==> src/hw/rtl/psgm_pkg.sv <==
`default_nettype none

package psgm_pkg;

    localparam int SEQ_BITS          = 14;
    localparam int STREAM_BITS       = 2;
    localparam int STREAM_COUNT      = 4;
    localparam int HIST_BINS_DEFAULT = 256;
    localparam int LEN_BITS          = 16;
    localparam int DAY_BITS          = 16;
    localparam int MS_BITS           = 27;
    localparam int TIME_BITS         = 43;
    localparam int SCLK_BITS         = 40;
    localparam int BIN_IDX_BITS      = 8;
    localparam int CNT_BITS          = 32;

    localparam logic [TIME_BITS-1:0] MS_PER_DAY     = 43'd86400000;
    localparam logic [LEN_BITS-1:0]  FULL_SCI_RESET = 16'd952;
    localparam logic [LEN_BITS-1:0]  FULL_HK_RESET  = 16'd192;

    localparam logic [STREAM_BITS-1:0] STREAM_HK    = 2'd0;
    localparam logic [STREAM_BITS-1:0] STREAM_OTHER = 2'd3;

    typedef enum logic {
        ACT_PACKET = 1'b0,
        ACT_READ   = 1'b1
    } t_action;

    typedef enum logic {
        CFG_FULL_SCIENCE      = 1'b0,
        CFG_FULL_HOUSEKEEPING = 1'b1
    } t_cfg_index;

    typedef enum logic [1:0] {
        TEV_INSIDE   = 2'd0,
        TEV_FIRST    = 2'd1,
        TEV_EARLIEST = 2'd2,
        TEV_LATEST   = 2'd3
    } t_time_event;

    // A classified word as it travels from the front end to the back end.
    typedef struct packed {
        t_action                 action;
        logic [STREAM_BITS-1:0]  stream;
        logic [SEQ_BITS-1:0]     seq;
        logic                    is_full;
        logic [TIME_BITS-1:0]    ert;
        logic [TIME_BITS-1:0]    scet;
        logic [SCLK_BITS-1:0]    sclk;
        logic [BIN_IDX_BITS-1:0] bin_index;
    } t_item;

endpackage

`default_nettype wire

==> src/hw/rtl/psgm_queue.sv <==
`default_nettype none

module psgm_queue (
    input  wire logic              i_clk,
    input  wire logic              i_rst_n,
    input  wire logic              i_valid,
    output logic                   o_ready,
    input  psgm_pkg::t_item        i_item,
    output logic                   o_valid,
    input  wire logic              i_ready,
    output psgm_pkg::t_item        o_item
);
    import psgm_pkg::*;

    t_item      r_mem [2];
    logic       r_wr_ptr;
    logic       r_rd_ptr;
    logic [1:0] r_count;
    logic       push;
    logic       pop;

    assign o_ready = (r_count != 2'd2);
    assign o_valid = (r_count != 2'd0);
    assign push    = i_valid && o_ready;
    assign pop     = o_valid && i_ready;
    assign o_item  = r_mem[r_rd_ptr];

    always_ff @(posedge i_clk) begin
        if (!i_rst_n) begin
            r_wr_ptr <= 1'b0;
            r_rd_ptr <= 1'b0;
            r_count  <= 2'd0;
        end else begin
            if (push) begin
                r_wr_ptr <= !r_wr_ptr;
            end
            if (pop) begin
                r_rd_ptr <= !r_rd_ptr;
            end
            r_count <= r_count + 2'(push) - 2'(pop);
        end
    end

    always_ff @(posedge i_clk) begin
        if (push) begin
            r_mem[r_wr_ptr] <= i_item;
        end
    end

endmodule

`default_nettype wire

==> config.mk <==
export PLATFORM = sky130hd
export DESIGN_NAME = psgm_queue
export DESIGN_NICKNAME = d
export VERILOG_FILES = /design/src/hw/rtl/psgm_pkg.sv /design/src/hw/rtl/psgm_queue.sv
export SDC_FILE = /design/constraint.sdc
export NUM_CORES = 1
export LEC_CHECK = 0
export BUFFER_PORTS_ARGS = -buffer_cell sky130_fd_sc_hd__buf_2
export CORE_MARGIN = 8
export CORE_UTILIZATION = 45
export DETAILED_ROUTE_END_ITERATION = 6
export HOLD_SLACK_MARGIN = 0.1
export PLACE_DENSITY_LB_ADDON = 0.2
export SLEW_MARGIN = 10
export SYNTH_ARGS = -nofsm -noshare
export SYNTH_HDL_FRONTEND = slang
export SYNTH_SLANG_ARGS = --single-unit
==> constraint.sdc <==
create_clock -name i_clk -period 5.2 [get_ports i_clk]
set_clock_uncertainty 0.1 [all_clocks]
set_input_delay 1.04 -clock i_clk [delete_from_list [all_inputs] [get_ports i_clk]]
set_output_delay 1.04 -clock i_clk [all_outputs]
set_load 0.01 [all_outputs]
== After elaboration in Yosys (flattened, before gate mapping) ==
Memory sizes are Yosys's and may differ from the RTL's. A register that Yosys moved wholly into a read port is not among the register bits.
Index checks and enable logic that the tools add are counted.

* Flip-flop bits (word level): 4
* Memory bits (writable): 304
* Input bits: 156
* Output and inout port bits: 154
* Word-level logic and storage cells: 16
* Memories kept: 1

* Add/sub/neg operators: 2
* Equality and inequality tests: 1
* Mux-type cells: 4
* Reductions and logical operators: 5

{| class="wikitable"
|+ Memories
! memory !! words !! bits a word !! read ports !! clocked after Yosys merged registers in !! write ports !! RTL line !! RTL
|-
| r_mem || 2 || 152 || 1 || 1 || 1 || psgm_queue.sv:15 || <nowiki>t_item r_mem [2];</nowiki>
|}

{| class="wikitable"
|+ Operators with widths
! cell !! number
|-
| $mux W1 || 4
|-
| $add A2 B1 Y2 || 1
|-
| $logic_and A1 B1 Y1 || 2
|-
| $logic_not A1 Y1 || 2
|-
| $ne A2 B2 Y1 const B || 1
|-
| $reduce_bool A2 Y1 || 1
|-
| $sub A2 B1 Y2 || 1
|}

== Longest topological paths before layout ==
Gate-level depths: netlist (run 1).

* Word-level depth: 4
* Depth in mapped cells: 6
* Mapped depth without buffers: 6

== Worst setup path before layout (run 1) ==
No wires, ideal clock.

* Path type: input port to flip-flop
* Start point: input i_valid
* End point: memory r_mem[1][0] (netlist bit), enable pin
* Arrival: 4.577 ns
* Required time: 4.569 ns
* Slack: -0.008 ns
* Stages: 1
* Path buffers: 0
* Path through: and3_1

* Longest elaborated chain between the ends: 3

{| class="wikitable"
|+ Ends and longest elaborated chain
! item !! RTL line !! RTL
|-
| from (decl) || psgm_queue.sv:6 || <nowiki>input wire logic i_valid,</nowiki>
|-
| $logic_and A1 B1 Y1 || psgm_queue.sv:24 || <nowiki>assign push = i_valid && o_ready;</nowiki>
|-
| $mux W1 || psgm_queue.sv:45 || <nowiki>if (push) begin</nowiki>
|-
| $mux W1 (implied by the code) || psgm_queue.sv:46 || <nowiki>r_mem[r_wr_ptr] <= i_item;</nowiki>
|-
| to (decl) || psgm_queue.sv:15 ||
|}

No other way between the ends.

==> results of run 1 <==
-- logic make-up (layout without fill, tap and decap cells) --
group | count (synthesis) | after routing | synth area share
flops | 309 | 309 | 0.799
simple gates | 15 | 15 | 0.00758
xor+xnor | 1 | 1 | 0.000759
other cells | 0 | 2 | 0
fa+ha+maj | 1 | 1 | 0.00108
buf+inv | 19 | 370 | 0.0134
compound gates | 6 | 6 | 0.00379
mux | 152 | 152 | 0.174
-- critical path, stage by stage, from the launching register on --
cell,delay [ns]
dfxtp_4,0.84
buf_4,0.61
mux2_2,0.39
buf_2,0.14
-- per-stage QoR --
| step | area (µm²) | util | setup WS [ns] | std cells | power, mW |
|---|---|---|---|---|---|
| 2_1_floorplan | 11500 | - | 0.518 | 503 | 4.07 |
| 3_3_place_gp | 13400 | 0.534 | 2.11 | 1130 | 4.52 |
| 3_5_place_dp | 13400 | 0.534 | 2.06 | 1130 | 4.56 |
| 4_1_cts | 14400 | 0.572 | 1.46 | 1184 | 6.65 |
| 5_1_grt | 14400 | 0.572 | 1.37 | 1186 | 6.81 |
| 6_report | 14400 | 0.572 | 1.51 | 1186 | 6.56 |
-- power breakdown --
group / switching [mW] / leakage (nW) / total (mW) / internal (mW)
clock network: 0.852 / 0.477 / 2.08 / 1.22
registers: 0.107 / 2.89 / 3.13 / 3.03
logic: 0.672 / 2.16 / 1.35 / 0.675
-- sequential cells by signal (all words and copies together) (netlist names), named ones only --
register / flops
r_wr_ptr: 1
r_count: 2
r_mem: 304
r_rd_ptr: 1
-- cell usage in the layout, fill, tap and decap left out, types with 3 or more instances in the layout --
cell	Yosys	layout
buf_2	7	309
edfxtp_1	304	304
mux2_4	80	80
mux2_2	72	72
clkbuf_16	0	31
clkinv_2	0	9
clkbuf_1	0	6
nor2_1	4	4
dfxtp_1	5	4
clkbuf_8	0	3
buf_12	0	3
-- Yosys cell counts --
| master | count | share of area |
|---|---|---|
| nand2b_1 | 1 | 0.00054 |
| and3_1 | 2 | 0.0011 |
| and2_1 | 1 | 0.00054 |
| buf_2 | 7 | 0.0030 |
| inv_1 | 2 | 0.00065 |
| o31a_1 | 1 | 0.00076 |
| nor2_1 | 4 | 0.0013 |
| or2_2 | 1 | 0.00054 |
| nor4_1 | 1 | 0.00054 |
| o21ai_0 | 2 | 0.00087 |
| buf_6 | 10 | 0.0098 |
| mux2_4 | 80 | 0.10 |
| nor4bb_1 | 1 | 0.00087 |
| a21oi_1 | 1 | 0.00043 |
| dfxtp_1 | 5 | 0.0087 |
| edfxtp_1 | 304 | 0.79 |
| mux2_2 | 72 | 0.070 |
| nand3b_1 | 1 | 0.00065 |
| nor3_1 | 1 | 0.00043 |
| o21ba_2 | 1 | 0.00087 |
| and2b_1 | 1 | 0.00065 |
| ha_1 | 1 | 0.0011 |
| a21bo_2 | 1 | 0.00087 |
| xor2_1 | 1 | 0.00076 |
| nand3_1 | 1 | 0.00043 |
-- layout make-up --
type	count	area [µm²]
antenna	2	5.00
clock buffer	40	840
clock inverter	14	120
fill	1918	10800
inverter	2	12.5
multi-input combinational	175	2170
sequential	309	9230
tap	330	413
timing repair buffer	314	1620
-- per-layer routing --
layer | track usage | vias to the layer above
li1 | - | 2661
met1 | 0.166 | 2828
met2 | 0.243 | 250
met3 | 0.0669 | 51
met4 | 0.0389 | 10
met5 | 0 | -
-- final timing paths --
| kind | end | cells past startpoint |
|---|---|---|
| setup / recovery | o_item[151] | 3 |
| hold / removal | r_rd_ptr$_SDFFE_PN0P_ | 2 |
| setup reg to reg | r_mem[0][17]$_DFFE_PP_ | 4 |
| hold reg to reg | r_rd_ptr$_SDFFE_PN0P_ | 2 |
==> run metrics, run 1 <==
status=completed; Slew headroom=0.500; Max-cap violations=0; Gate Count Post-Synth=503; CTS sink count=309; TritonCTS buffer count=30; post-detailed-routing wire length=23.9 mm; Starting Density=0.459; DRC viols=0; Final Hold Fails=0; Via Count=5800; Critical Path RT=4.06 ns; M1 WL=9.08 mm; period utilization=0.710; reg2reg start=r_count[0]$_SDFF_PN0_; crit path kind=reg2out; final setup fails=0; first-pass iteration count of the detailed router=4; IO buf count=309; CTS tree=yes; pin count of the biggest net entering global routing=78; antenna violations before repair=7; number of nets in the layout=989; CP endpoint kind=output port; Seq/Total Area, Yosys=0.799; worst reg2reg setup slack=2.75 ns; met2 WL post-DR=11.4 mm; Reg clk slew, reported paths=0.06 ns; layout cell share with drive strength beyond 1=0.607; critical path arrival=2.55 ns; post-route ant nets=0; CP Launch Type=flop; leakage=5.52 nW; Max clock buf depth=3; Initial DRC Count=339; worst-skew pair later-pin latency=0.54 ns; die area=31000 µm²; Yosys cell types=25; Max Transition Viols Final=0; Period minus WS final=3.69 ns; unrepaired setup endpoints after global routing=no; Placer Congestion=0.741; Fmax achieved=271 MHz; uppermost layer routed=met5; vias in the first global route=6402; Routed WL per cell=20.1 µm; hold buffers post-CTS=0; grt ovf=0; YS warnings=0; Top Ports=310; wire length on met3=2.76 mm; CTS Root Cell=clkbuf_16; syn_nets=660; Post-CTS Resized=0; vias per cell=4.89; worst hold start=r_rd_ptr$_SDFFE_PN0P_; PD cells=455 nW/µm²; Layout area overhead=24.8%; Worst Hold Class=reg2reg; Syn Std Cell Area=11500 µm²; H-Tree Depth=1; Mean Syn Cell Area=23.0 µm²; std cell rows=58; final hold slack=0.444 ns; worst slew pin tran=0.749 ns; setup_tns=0 ns; Post-CTS Setup Repair Bufs=0; synthesized flop and latch total=309; Core Box Area=25200 µm²; Die Width=176 µm; crit path max fanout=44; first-pass GRT wire length=35.4 mm; GR Util All Layers=0.145; dpl hpwl=16.7 mm; peak supply drop=510 µV; DIE HEIGHT=176 µm
(Power assumes the default switching activity.)
==> inputs of run 2 (changes only) <==
==> constraint.sdc (replaced) <==
create_clock -name i_clk -period 3.7 [get_ports i_clk]
set_clock_uncertainty 0.1 [all_clocks]
set_input_delay 0.74 -clock i_clk [delete_from_list [all_inputs] [get_ports i_clk]]
set_output_delay 0.74 -clock i_clk [all_outputs]
set_load 0.01 [all_outputs]
==> run 2 against run 1 <==
  * Final cell count rose by 0.17%
  * Die area unchanged
  * Non-clock buffer count grew 1
  * Global-route usage fell by 0.19 points
  * Total power grew 40%
  * Final area about the same
  * Critical path type unchanged
==> run metrics, run 2 (same netlist as run 1, synthesis figures left out) <==
CP Buf/Inv Count=2 (unchanged); first-pass iteration count of the detailed router=4 (unchanged); grt met3 use=0.0568 (-0.0100); critical path's top delay family=flip-flops; critical path arrival=2.22 ns (-0.33 ns); Max clock buf depth=3 (unchanged); largest stage delay on the critical path=0.67 ns (-0.17 ns); commonest non-fill, non-tap cell in the layout=buf_2; Post-CTS Setup Repair Bufs=0 (unchanged); busiest grt layer=met2; Reg clk slew, reported paths=0.06 ns (about the same); Critical Path RT=2.86 ns (-1.20 ns); slack of the critical path=0.642 ns (-0.866 ns); post-route ant nets=0 (unchanged); first-pass GRT wire length=35.0 mm (-1.0%); crit path cell chain=buf_12 > mux2_2 > buf_2; crit path kind=reg2out; Placer Congestion=0.778 (+4.9%); Routed WL per cell=19.9 µm (-1.2%); layout cell share with drive strength beyond 1=0.601 (-0.00539); top flop regs=r_mem: 304 flops, r_count: 2 flops; CP Launch Type=flop; DIE HEIGHT=176 µm (unchanged); Die Width=176 µm (unchanged); vias per cell=4.92 (+0.68%); Post-CTS Resized=0 (unchanged); leakage=5.51 nW (-0.20%); met2 Use GR=0.238 (-0.00497); PD cells=634 nW/µm² (+39%); CTS sink count=309 (unchanged); GR Util All Layers=0.143 (-0.00186); Core Box Area=25200 µm² (unchanged); grt ovf=0 (unchanged); std cell rows=58 (unchanged); IO buf count=309 (unchanged); TritonCTS buffer count=31 (+3.3%); post-detailed-routing wire length=23.6 mm (-1.1%); Slew headroom=0.569 (+0.0686); Fill cells=1894 (-1.3%); Max-cap violations=0 (unchanged); placed cell area=13500 µm² (+0.33%); Via Count=5849 (+0.84%); number of nets in the layout=991 (+0.20%); Initial DRC Count=288 (-15%); area of the multi-input gates=2170 µm² (unchanged); Period minus WS final=3.06 ns; vias in the first global route=6412 (+0.16%); max reg flops=304 (unchanged); Finished Layout Cells=1188 (+0.17%); period utilization=0.826; worst-skew pair later-pin latency=0.53 ns (about the same); CP max-delay cell=dfxtp_4; setup_tns=0 ns (unchanged); final setup fails=0 (unchanged); Max Transition Viols Final=0 (unchanged); pin count of the biggest net entering global routing=72 (-7.7%); commonest non-fill, non-tap cells in the layout=buf_2, edfxtp_1, mux2_4; CTS Root Cell=clkbuf_16; Fmax achieved=327 MHz; dpl hpwl=16.6 mm (-0.27%); crit path max fanout=71 (+61%); antenna violations before repair=5 (-2); Most flops, register=r_mem; Layout area overhead=24.9% (about the same); unrepaired setup endpoints after global routing=no; H-Tree Depth=1 (unchanged); CTS tree=yes; die area=31000 µm² (unchanged); CP endpoint kind=output port; Final Hold Fails=0 (unchanged); Starting Density=0.459 (unchanged); Sequential Area=9230 µm² (unchanged); DP Cell Count=1131 (+0.088%); DRC viols=0 (unchanged); status=completed; Top Ports=310 (unchanged); final std cell area, no fill=14400 µm² (about the same); worst slew pin tran=0.646 ns (-0.103 ns); dpl ws=1.15 ns (-0.909 ns); hold buffers post-CTS=0 (unchanged); peak supply drop=453 µV (-11%); Worst Hold Class=in2reg; M1 GR Usage=0.172 (+0.00660)
==> run 2: cell count changes in the layout (fill, tap and decap cells not counted) <==
cell | before | now
buf_12 | 3 | 6
buf_4 | 2 | 0
clkbuf_1 | 6 | 5
clkbuf_8 | 3 | 0
clkinv_1 | 2 | 8
clkinv_2 | 9 | 7
clkinvlp_4 | 1 | 2
diode_2 | 2 | 3
inv_6 | 1 | 0
==> run 2: worst paths after layout <==
kind / slack, ns / depth (start not counted) / from / to
worst max-delay path: 0.64 / 3 / flop / o_item[18]
worst min-delay path: 0.29 / 1 / i_item[10] / r_mem[1][10]$_DFFE_PP_
worst max register to register: 1.48 / 4 / r_count[0]$_SDFF_PN0_ / r_mem[0][1]$_DFFE_PP_
worst min register to register: 0.41 / 2 / r_rd_ptr$_SDFFE_PN0P_ / r_rd_ptr$_SDFFE_PN0P_
==> run 2: metrics by stage <==
step	total power, mW	hold WS [ns]	utilization
final	9.15	0.291	0.573
after global routing	9.53	0.262	0.573
after CTS	9.29	0.255	0.573
after detailed placement	6.43	0.399	0.536
after global placement	6.38	0.392	0.536
after floorplan	5.71	0.372	-
==> run 2: report_power, final <==
part	switching, mW	internal [mW]
clock	1.19	1.65
combinational	0.968	0.964
sequential	0.127	4.25
total	2.28	6.87
==> run 2: routing by layer <==
metal / wire length (µm) / up-vias
li1: - / 2667
met1: 9340 / 2870
met2: 11300 / 269
met3: 2600 / 37
met4: 382 / 6
met5: 35 / -
==> run 2: layout make-up <==
class,instances,area share
flip-flops and latches,309,0.640
multi-input cells,175,0.150
repair buffers,315,0.116
clock buffers,36,0.0551
well taps,330,0.0286
clock inverters,18,0.00919
inverters,2,0.000781
diodes,3,0.000520
