### config.mk
export PLATFORM = sky130hd
export DESIGN_NAME = psgm_front_flat
export DESIGN_NICKNAME = d
export VERILOG_FILES = /design/src/hw/rtl/psgm_pkg.sv /design/src/hw/rtl/psgm_if.sv /design/src/hw/rtl/psgm_front.sv /design/src/flat_wrapper.sv
export SDC_FILE = /design/constraint.sdc
export NUM_CORES = 1
export LEC_CHECK = 0
export BUFFER_PORTS_ARGS = -buffer_cell sky130_fd_sc_hd__buf_2
export CORE_ASPECT_RATIO = 0.6
export CORE_UTILIZATION = 60
export DETAILED_ROUTE_END_ITERATION = 8
export PLACE_DENSITY = 0.91
export SLEW_MARGIN = 20
export SYNTH_ARGS = -nofsm -noshare
export SYNTH_HDL_FRONTEND = slang
export SYNTH_SLANG_ARGS = --single-unit
### constraint.sdc
create_clock -name i_clk -period 14.6 [get_ports i_clk]
set_input_delay 0.73 -clock i_clk [delete_from_list [all_inputs] [get_ports i_clk]]
set_output_delay 0.73 -clock i_clk [all_outputs]
set_load 0.02 [all_outputs]
### src/hw/rtl/psgm_pkg.sv
`default_nettype none

package psgm_pkg;

    localparam int SEQ_BITS          = 14;
    localparam int STREAM_BITS       = 2;
    localparam int STREAM_COUNT      = 4;
    localparam int HIST_BINS_DEFAULT = 256;
    localparam int LEN_BITS          = 16;
    localparam int DAY_BITS          = 16;
    localparam int MS_BITS           = 27;
    localparam int TIME_BITS         = 43;
    localparam int SCLK_BITS         = 40;
    localparam int BIN_IDX_BITS      = 8;
    localparam int CNT_BITS          = 32;

    localparam logic [TIME_BITS-1:0] MS_PER_DAY     = 43'd86400000;
    localparam logic [LEN_BITS-1:0]  FULL_SCI_RESET = 16'd952;
    localparam logic [LEN_BITS-1:0]  FULL_HK_RESET  = 16'd192;

    localparam logic [STREAM_BITS-1:0] STREAM_HK    = 2'd0;
    localparam logic [STREAM_BITS-1:0] STREAM_OTHER = 2'd3;

    typedef enum logic {
        ACT_PACKET = 1'b0,
        ACT_READ   = 1'b1
    } t_action;

    typedef enum logic {
        CFG_FULL_SCIENCE      = 1'b0,
        CFG_FULL_HOUSEKEEPING = 1'b1
    } t_cfg_index;

    typedef enum logic [1:0] {
        TEV_INSIDE   = 2'd0,
        TEV_FIRST    = 2'd1,
        TEV_EARLIEST = 2'd2,
        TEV_LATEST   = 2'd3
    } t_time_event;

    // A classified word as it travels from the front end to the back end.
    typedef struct packed {
        t_action                 action;
        logic [STREAM_BITS-1:0]  stream;
        logic [SEQ_BITS-1:0]     seq;
        logic                    is_full;
        logic [TIME_BITS-1:0]    ert;
        logic [TIME_BITS-1:0]    scet;
        logic [SCLK_BITS-1:0]    sclk;
        logic [BIN_IDX_BITS-1:0] bin_index;
    } t_item;

endpackage

`default_nettype wire

### src/hw/rtl/psgm_if.sv
`default_nettype none

interface psgm_in_if;
    logic                              valid;
    logic                              ready;
    logic                              action;
    logic [psgm_pkg::STREAM_BITS-1:0]  stream;
    logic [psgm_pkg::SEQ_BITS-1:0]     sequence_req;
    logic [psgm_pkg::LEN_BITS-1:0]     payload_length;
    logic [psgm_pkg::DAY_BITS-1:0]     ert_days;
    logic [psgm_pkg::MS_BITS-1:0]      ert_ms;
    logic [psgm_pkg::DAY_BITS-1:0]     scet_days;
    logic [psgm_pkg::MS_BITS-1:0]      scet_ms;
    logic [psgm_pkg::SCLK_BITS-1:0]    sclk;
    logic [psgm_pkg::BIN_IDX_BITS-1:0] bin_index;

    modport source (output valid, action, stream, sequence_req, payload_length, ert_days,
                    ert_ms, scet_days, scet_ms, sclk, bin_index, input ready);
    modport sink   (input valid, action, stream, sequence_req, payload_length, ert_days,
                    ert_ms, scet_days, scet_ms, sclk, bin_index, output ready);
endinterface


`default_nettype wire

### src/hw/rtl/psgm_front.sv
`default_nettype none

module psgm_front (
    input  wire logic                           i_clk,
    input  wire logic                           i_rst_n,
    input  wire logic                           i_cfg_we,
    input  wire logic                           i_cfg_index,
    input  wire logic [psgm_pkg::LEN_BITS-1:0]  i_cfg_data,
    input  wire logic                           i_hold,
    psgm_in_if.sink                             i_in,
    output logic                                o_valid,
    input  wire logic                           i_ready,
    output psgm_pkg::t_item                     o_item
);
    import psgm_pkg::*;

    logic [LEN_BITS-1:0] r_full_sci;
    logic [LEN_BITS-1:0] r_full_hk;
    logic                r_valid;
    t_item               r_item;
    t_item               n_item;
    logic [LEN_BITS-1:0] full_len;

    assign i_in.ready = !i_hold && (!r_valid || i_ready);

    // Classify the word: full-length test and combined (days, ms) time values.
    always_comb begin
        full_len          = (i_in.stream == STREAM_HK) ? r_full_hk : r_full_sci;
        n_item.action     = t_action'(i_in.action);
        n_item.stream     = i_in.stream;
        n_item.seq        = i_in.sequence_req;
        n_item.is_full    = (i_in.payload_length == full_len);
        n_item.ert        = TIME_BITS'(i_in.ert_days) * MS_PER_DAY + TIME_BITS'(i_in.ert_ms);
        n_item.scet       = TIME_BITS'(i_in.scet_days) * MS_PER_DAY + TIME_BITS'(i_in.scet_ms);
        n_item.sclk       = i_in.sclk;
        n_item.bin_index  = i_in.bin_index;
    end

    always_ff @(posedge i_clk) begin
        if (!i_rst_n) begin
            r_full_sci <= FULL_SCI_RESET;
            r_full_hk  <= FULL_HK_RESET;
            r_valid    <= 1'b0;
        end else begin
            if (i_cfg_we) begin
                case (t_cfg_index'(i_cfg_index))
                    CFG_FULL_SCIENCE:      r_full_sci <= i_cfg_data;
                    CFG_FULL_HOUSEKEEPING: r_full_hk  <= i_cfg_data;
                    default: ;
                endcase
            end
            if (i_in.ready) begin
                r_valid <= i_in.valid;
            end
        end
    end

    always_ff @(posedge i_clk) begin
        if (i_in.valid && i_in.ready) begin
            r_item <= n_item;
        end
    end

    assign o_valid = r_valid;
    assign o_item  = r_item;

endmodule

`default_nettype wire

### src/flat_wrapper.sv
// flat-port wrapper written by rule: the top's interface ports become plain ports
module psgm_front_flat import psgm_pkg::*;
  (i_clk, i_rst_n, i_cfg_we, i_cfg_index, i_cfg_data, i_hold, o_valid, i_ready, o_item, i_in_valid, i_in_action, i_in_stream, i_in_sequence_req, i_in_payload_length, i_in_ert_days, i_in_ert_ms, i_in_scet_days, i_in_scet_ms, i_in_sclk, i_in_bin_index, i_in_ready);
  psgm_in_if i_in_i ();
  input  wire logic i_clk;
  input  wire logic i_rst_n;
  input  wire logic i_cfg_we;
  input  wire logic i_cfg_index;
  input  wire logic [psgm_pkg::LEN_BITS-1:0] i_cfg_data;
  input  wire logic i_hold;
  output logic o_valid;
  input  wire logic i_ready;
  output psgm_pkg::t_item o_item;
  input wire logic [$bits(i_in_i.valid)-1:0] i_in_valid;
  input wire logic [$bits(i_in_i.action)-1:0] i_in_action;
  input wire logic [$bits(i_in_i.stream)-1:0] i_in_stream;
  input wire logic [$bits(i_in_i.sequence_req)-1:0] i_in_sequence_req;
  input wire logic [$bits(i_in_i.payload_length)-1:0] i_in_payload_length;
  input wire logic [$bits(i_in_i.ert_days)-1:0] i_in_ert_days;
  input wire logic [$bits(i_in_i.ert_ms)-1:0] i_in_ert_ms;
  input wire logic [$bits(i_in_i.scet_days)-1:0] i_in_scet_days;
  input wire logic [$bits(i_in_i.scet_ms)-1:0] i_in_scet_ms;
  input wire logic [$bits(i_in_i.sclk)-1:0] i_in_sclk;
  input wire logic [$bits(i_in_i.bin_index)-1:0] i_in_bin_index;
  output wire logic [$bits(i_in_i.ready)-1:0] i_in_ready;
  assign i_in_i.valid = i_in_valid;
  assign i_in_i.action = i_in_action;
  assign i_in_i.stream = i_in_stream;
  assign i_in_i.sequence_req = i_in_sequence_req;
  assign i_in_i.payload_length = i_in_payload_length;
  assign i_in_i.ert_days = i_in_ert_days;
  assign i_in_i.ert_ms = i_in_ert_ms;
  assign i_in_i.scet_days = i_in_scet_days;
  assign i_in_i.scet_ms = i_in_scet_ms;
  assign i_in_i.sclk = i_in_sclk;
  assign i_in_i.bin_index = i_in_bin_index;
  assign i_in_ready = i_in_i.ready;
  psgm_front u_core (.i_clk(i_clk), .i_rst_n(i_rst_n), .i_cfg_we(i_cfg_we), .i_cfg_index(i_cfg_index), .i_cfg_data(i_cfg_data), .i_hold(i_hold), .i_in(i_in_i), .o_valid(o_valid), .i_ready(i_ready), .o_item(o_item));
endmodule
# ---- Word level (Yosys, flattened, before mapping)
# Index checks and enable logic that the tools add are counted.
# Widths: inputs -> output; s select.
dict set report totals {
  in_bits 190
  ff_bits 185
  output_inout_bits 154
  word_cells 26
}
dict set report op_classes {
  multipliers 2
  mux 1
  eq_ne 1
  reduce_logical 8
  bitwise_logic 1
  add_sub_neg 2
}
# op n
set op_table {}
lappend op_table {{$add 43x27->43} 2}
lappend op_table {{$mul 16x17->33 const B} 2}
lappend op_table {{$eq 16x16->1} 1}
lappend op_table {{$mux 16} 1}
lappend op_table {{$reduce_and 2->1} 2}
lappend op_table {{$logic_and 1x1->1} 2}
lappend op_table {{$logic_not 1->1} 2}
lappend op_table {{$logic_not 2->1} 1}
lappend op_table {{$logic_or 1x1->1} 1}
lappend op_table {{$not 1->1} 1}

# ---- Logic depth before layout (Yosys ltp)
# Gate-level depths: netlist (run 1).
dict set report depth {
  depth_word 4
  mapped_depth 29
  ltp_nobuf 29
}

# ---- Worst setup path after synthesis (run 1)
# No wires, ideal clock.
dict set report synth_timing {
  kind {input-to-reg}
  from {in i_in_scet_days[4]}
  to {reg u_core.r_item (netlist bit u_core.o_item[87]), data pin}
  n_path_buf 0
  cell_stages 24
  setup_time_ns 0.266
  arrival_ns 6.562
  setup_slack_ns 7.772
  path_cell_list {fa_1 -> inv_1 -> fa_1 -> inv_1 -> ha_1 -> ha_1 -> inv_1 -> fa_1 -> fa_1 -> inv_1 -> ha_1 -> a21o_2 -> or3_1 -> o211ai_4 -> nand2_1 -> xor2_1 -> ha_1 -> nand3_1 -> o31ai_1 -> a221oi_1 -> or4_4 -> or4_4 -> nor3_1 -> xnor2_1}
}
# element line
set synth_rtl {}
lappend synth_rtl {{from (decl)} flat_wrapper.sv:21} ;# input wire logic [$bits(i_in_i.scet_days)-1:0] i_in_scet_days;
lappend synth_rtl {{to (signal assigned)} psgm_front.sv:60} ;# r_item <= n_item;
lappend synth_rtl {{to (decl)} psgm_front.sv:20} ;# t_item r_item;

==> impl_results.md, run 1 <==
- Maximum Capacitance Violations: 0
- Netlist cell types: 78
- IO Pins: 344
- Synth Register Bits: 185
- DP HPWL: 44500 microns
- Core ar.: 30500 sq um
- Reg2reg setup slack: 12.32 ns
- Buffers inserted by post-CTS timing repair: 0
- Reg2reg path depth: 3
- Routed WL per cell: 20.7 microns
- Die ar.: 32300 sq um
- Starting density of the core: 0.621
- Worst setup EP type: flip-flop
- CTS buffer count: 17
- Met3 Resource Use GR: 0.0744
- # H-tree levels: 4
- Worst R2R End: u_core.o_item[43]
- Clock Latency Late Sink: 0.45 ns
- Worst slew pin tran: 0.891 ns
- Initial antenna violation count: 3
- Layout cells sized above 1: 0.192
- Ys Warns: 0
- Nets@finish: 2838
- GRT Max-Usage Layer: met1
- Maximum fanout along the worst path: 7
- Total DRC errors in the routed layout: 0
- Data required, critical path: 14.80 ns
- Routed Antenna Nets: 0
- # port buffers: 343
- Synth Cell Area: 18900 sq um
- Reg2Reg Launch Point: u_core.o_valid
- Post-synth EDFFs: 152
- DR pass1 iterations: 5
- Clk sinks: 185
- Worst Setup Start Kind: input pin
- Vias: 14700
- Via-to-Cell Ratio: 5.70
- Root Driver: clkbuf_16
- Max-slew headroom: 0.406
- GRT Overall Usage: 0.331
- PostCTS Resize Cnt: 0
- Largest net degree at the start of global routing: 71
- Status: complete, no violations
- TritonCTS clock tree: yes
- Hold Vio Cnt, Final: 0
- Critical path class: in2reg
- Chip Width: 231 microns
- Min-delay worst type: in2reg
- Starting DRT DRC Count: 1452
- WP data arrival: 7.38 ns
- Met1 usage: 0.502
- Clock slew at reported path FFs: 0.09 ns
- Crit path from: i_in_scet_days[5]
- HP Start: i_in_bin_index[1]
- Total gr overflow: 0
- Post-Route WL: 53100 microns
- Mean Syn Cell Area: 10.5 sq um
- Slew Viols, Final: 0
- CP endpoint: u_core.o_item[87]
- Fillers: 2224
- Syn-to-layout area delta: 14.6%
- Setup violators final: 0
- Max clock buf depth: 2
- # hold bufs at CTS: 0
- Minimum clock period: 7.18 ns
- Mapped Cells: 1808
- RSZ-0062 raised after global routing: no
- Row count: 49
- Asr flop ratio synth: 0
- Syn_nets: 2498
- Global placement routability congestion: 1.02
- Skew final: 0.0153 ns
- Global-route wire length before repair: 80900 microns
- Die Height: 140 microns
- Fmax: 139 MHz
- Setup tns final: 0 ns
- Register area share after synthesis: 0.276
- Most frequent cells in the layout: buf_2, ha_1, inv_1
- Met2 track demand over resource: 0.477
- Vias in the first global route: 14300
- Fin crit share: 0.492
- Top_reg_cell synth: edfxtp_1
- Leading cell type in the layout, fill and taps excluded: buf_2
-- area by class of cell --
type                            instances  area [sq um]  area share
Clock buffer                           18           429      0.0198
Inverter                              335          1260      0.0580
Tap cell                              408           510      0.0235
Sequential cell                       185          5230       0.241
Multi-Input combinational cell       1263         12400       0.569
Antenna cell                            1          2.50    0.000115
Timing Repair Buffer                  346          1740      0.0802
Clock inverter                         14           176     0.00813
-- per-stage QoR --
stage	hold WS (ns)	std cells	worst slack (ns)	utilization	cell area (sq um)
3_3_place_gp	0.449	2537	7.15	0.692	21100
4_1_cts	0.427	2569	7.46	0.712	21700
5_1_grt	0.427	2570	7.08	0.712	21700
2_1_floorplan	0.440	1808	7.77	-	18900
6_report	0.442	2570	7.42	0.712	21700
3_5_place_dp	0.460	2537	7.01	0.692	21100
-- state kept, by name (all words and copies together), names as in the netlist --
name	cells
u_core.o_valid	1
u_core.o_item	152
u_core.r_full_hk	16
u_core.r_full_sci	16
-- critical path: stages --
cell,delay [ns]
buf_2,0.18
inv_1,0.10
ha_1,0.34
fa_1,0.50
inv_1,0.04
ha_1,0.17
ha_1,0.27
inv_1,0.05
fa_1,0.49
fa_1,0.49
inv_1,0.04
ha_1,0.33
a21o_2,0.25
or3_1,0.36
o211ai_4,0.28
nand2_1,0.11
xor2_1,0.15
ha_1,0.41
nand3_1,0.14
o31ai_1,0.42
a221oi_1,0.26
or4_4,0.48
or4_4,0.47
nor3_1,0.20
xnor2_1,0.10
-- layer usage --
metal	up-vias	wire, microns
li1	6798	-
met1	7078	24400
met2	713	22500
met3	70	5090
met4	2	1140
met5	-	11
-- worst min-delay path by stage --
| stage | end | slack [ns] | cells past startpoint |
|---|---|---|---|
| after global routing | u_core.o_item[11] | 0.43 | 1 |
| final | u_core.o_item[1] | 0.44 | 1 |
| after detailed placement | u_core.r_full_hk[4] | 0.46 | 2 |
| after floorplan | u_core.r_full_sci[3] | 0.44 | 2 |
| after global placement | u_core.r_full_sci[5] | 0.45 | 2 |
| after CTS | u_core.o_item[1] | 0.43 | 1 |
-- Yosys cell counts, drive strengths merged (12+ instances only) --
| master | count | share of area |
|---|---|---|
| a21boi | 27 | 0.011 |
| nor2 | 73 | 0.014 |
| a21oi | 80 | 0.022 |
| mux2i | 20 | 0.011 |
| nand3 | 24 | 0.0066 |
| ha | 336 | 0.22 |
| dfxtp | 33 | 0.035 |
| o21a | 13 | 0.0052 |
| clkbuf | 20 | 0.0040 |
| xor2 | 52 | 0.025 |
| nor3 | 26 | 0.0071 |
| nand4 | 17 | 0.0056 |
| fa | 164 | 0.17 |
| o21ai | 55 | 0.015 |
| edfxtp | 152 | 0.24 |
| nand2 | 123 | 0.024 |
| a21o | 24 | 0.0096 |
| inv | 335 | 0.066 |
| nand2b | 12 | 0.0040 |
| nor2b | 14 | 0.0046 |
| xnor2 | 72 | 0.033 |
-- cell families (layout without fill, tap and decap cells) --
| family | Yosys count | after routing | synth area share |
|---|---|---|---|
| AO/OA/AOI/OAI | 275 | 275 | 0.0992 |
| XOR/XNOR | 124 | 124 | 0.0582 |
| adder cells (fa/ha/maj) | 500 | 500 | 0.396 |
| buffers and inverters | 360 | 713 | 0.0717 |
| flip-flops | 185 | 185 | 0.276 |
| multiplexers | 20 | 20 | 0.0106 |
| other | 0 | 1 | 0 |
| AND/OR/NAND/NOR | 344 | 344 | 0.0888 |
Power of run 1 is not shown: default switching activity piles up to over one toggle a cycle in this logic, so the estimate is an artifact.
==> run 2, diff against run 1 <==
Settings changed: CORE_UTILIZATION 60 to 58, PLACE_DENSITY 0.91 to 0.89.
Clock period 14.6 ns to 6.91 ns, I/O delays scaled along.
==> run 2 against run 1 <==
Net effect:
- global-route usage is 1.4 points lower
- critical path type unchanged
- hold slack worse by 0.39 ns
- clock-buffer cell count down 1
- via count rose by 1.1%
- final area increased by 1.1%
- register-to-register slack lost 7.7 ns
- routed wire length decreased by 0.77%
- critical path depth is the same
==> impl_results.md, run 2 (synthesis results as in run 1) <==
- Status: complete, no violations
- # hold bufs at CTS: 0 (unchanged)
- TritonCTS clock tree: yes
- Max-slew headroom: 0.337 (-0.0686)
- Skew final: 0.0145 ns (-0.000748 ns)
- Setup violators final: 0 (unchanged)
- Fillers: 2364 (+6.3%)
- Met3 Resource Use GR: 0.0935 (+0.0191)
- Maximum Capacitance Violations: 0 (unchanged)
- Leading cell type in the layout, fill and taps excluded: buf_2
- GRT Max-Usage Layer: met2
- HP Start: i_in_sclk[7]
- Starting density of the core: 0.598 (-0.0233)
- Number of flip-flops in the largest register: 152 (unchanged)
- Global-route wire length before repair: 80400 microns (-0.66%)
- Via-to-Cell Ratio: 5.70 (about the same)
- Largest net degree at the start of global routing: 76 (+7.0%)
- Post-Route WL: 52700 microns (-0.77%)
- WP data arrival: 6.78 ns (-0.60 ns)
- Clock Latency Late Sink: 0.46 ns (about the same)
- Starting DRT DRC Count: 1276 (-12%)
- Vias in the first global route: 14600 (+1.9%)
- Slowest stage delay, CP: 0.55 ns (+0.05 ns)
- # port buffers: 343 (unchanged)
- Root Driver: clkbuf_16
- Chip Width: 235 microns (+1.7%)
- Clock slew at reported path FFs: 0.09 ns (about the same)
- Routed WL per cell: 20.3 microns (-2.0%)
- Initial antenna violation count: 2 (-1)
- DR pass1 iterations: 6 (+1)
- Most frequent cells in the layout: buf_2, ha_1, inv_1
- Fin crit share: 0.952
- CTS buffer count: 17 (unchanged)
- Hold Vio Cnt, Final: 0 (unchanged)
- GRT Overall Usage: 0.317 (-0.0145)
- Max clock buf depth: 2 (unchanged)
- Crit-path slowest cell: fa_1
- Layout cells sized above 1: 0.201 (+0.00934)
- Die ar.: 33400 sq um (+3.4%)
- Buffers inserted by post-CTS timing repair: 0 (unchanged)
- Routed Antenna Nets: 0 (unchanged)
- Syn-to-layout area delta: 15.8%
- Global placement routability congestion: 0.977 (-4.3%)
- IO Pins: 344 (unchanged)
- Worst slew pin tran: 0.994 ns (+0.103 ns)
- Nets@finish: 2862 (+0.85%)
- Slew Viols, Final: 0 (unchanged)
- Worst setup EP type: flip-flop
- Core ar.: 31700 sq um (+3.9%)
- DP HPWL: 44400 microns (-0.39%)
- Min-delay worst type: in2reg
- PostCTS Resize Cnt: 0 (unchanged)
- Reg2Reg Launch Point: u_core.o_valid
- Row count: 50 (+2.0%)
- Minimum clock period: 6.58 ns
- Fmax: 152 MHz
- Clk sinks: 185 (unchanged)
- RSZ-0062 raised after global routing: no
- Total DRC errors in the routed layout: 0 (unchanged)
- Met1 usage: 0.462 (-0.0394)
- Met2 track demand over resource: 0.465 (-0.0117)
- Data required, critical path: 7.11 ns (-7.69 ns)
- Maximum fanout along the worst path: 7 (unchanged)
- Worst Setup Start Kind: input pin
- # H-tree levels: 4 (unchanged)
- Crit path from: i_in_scet_days[4]
- Die Height: 142 microns (+1.7%)
- Critical path class: in2reg
- Total gr overflow: 0 (unchanged)
- Vias: 14800 (+1.1%)
- Setup tns final: 0 ns (unchanged)
-- run 2: per-layer routing --
metal | vias to the layer above | share of wire | wire (microns)
met5 | - | 0.00025 | 13
met4 | 2 | 0.016 | 855
met3 | 61 | 0.098 | 5170
met2 | 707 | 0.43 | 22500
met1 | 7212 | 0.46 | 24200
li1 | 6847 | - | -
-- run 2: worst max-delay path: cells and delay by family --
family,cells,cell delay [ns]
xor gates and xnor gates,2,0.27
and+or+nand+nor,6,1.71
adders and majority gates,8,2.89
buffers and inverters,5,0.41
AOI/OAI and AO/OA,4,1.15
-- run 2: worst paths after layout --
| kind | end | slack (ns) | cells past startpoint |
|---|---|---|---|
| setup / recovery | u_core.o_item[89] | 0.33 | 25 |
| hold reg to reg | u_core.r_full_hk[9] | 0.47 | 2 |
| hold / removal | u_core.o_item[15] | 0.05 | 1 |
| setup reg to reg | u_core.o_item[10] | 4.67 | 3 |
-- run 2: stage by stage --
| stage | hold WS (ns) | instance area (sq um) | setup WS [ns] | utilization | std cells |
|---|---|---|---|---|---|
| after floorplan | 0.440 | 18900 | 0.466 | - | 1808 |
| after CTS | 0.0274 | 21900 | 0.420 | 0.693 | 2601 |
| final | 0.0505 | 21900 | 0.331 | 0.693 | 2602 |
| after global placement | 0.450 | 21300 | 0.126 | 0.672 | 2569 |
| after detailed placement | 0.457 | 21300 | -0.0673 | 0.672 | 2569 |
| after global routing | 0.0249 | 21900 | 0.0467 | 0.693 | 2602 |
-- run 2: cell type report --
type / count / area, sq um / area share
antenna: 1 / 2.50 / 0.000114
clock buffer: 17 / 425 / 0.0194
clock inverter: 15 / 224 / 0.0102
inverter: 335 / 1260 / 0.0573
multi-input combinational: 1263 / 12400 / 0.563
sequential: 185 / 5230 / 0.238
tap: 416 / 520 / 0.0237
timing repair buffer: 370 / 1920 / 0.0875
Power of run 2 is left out for the same reason.
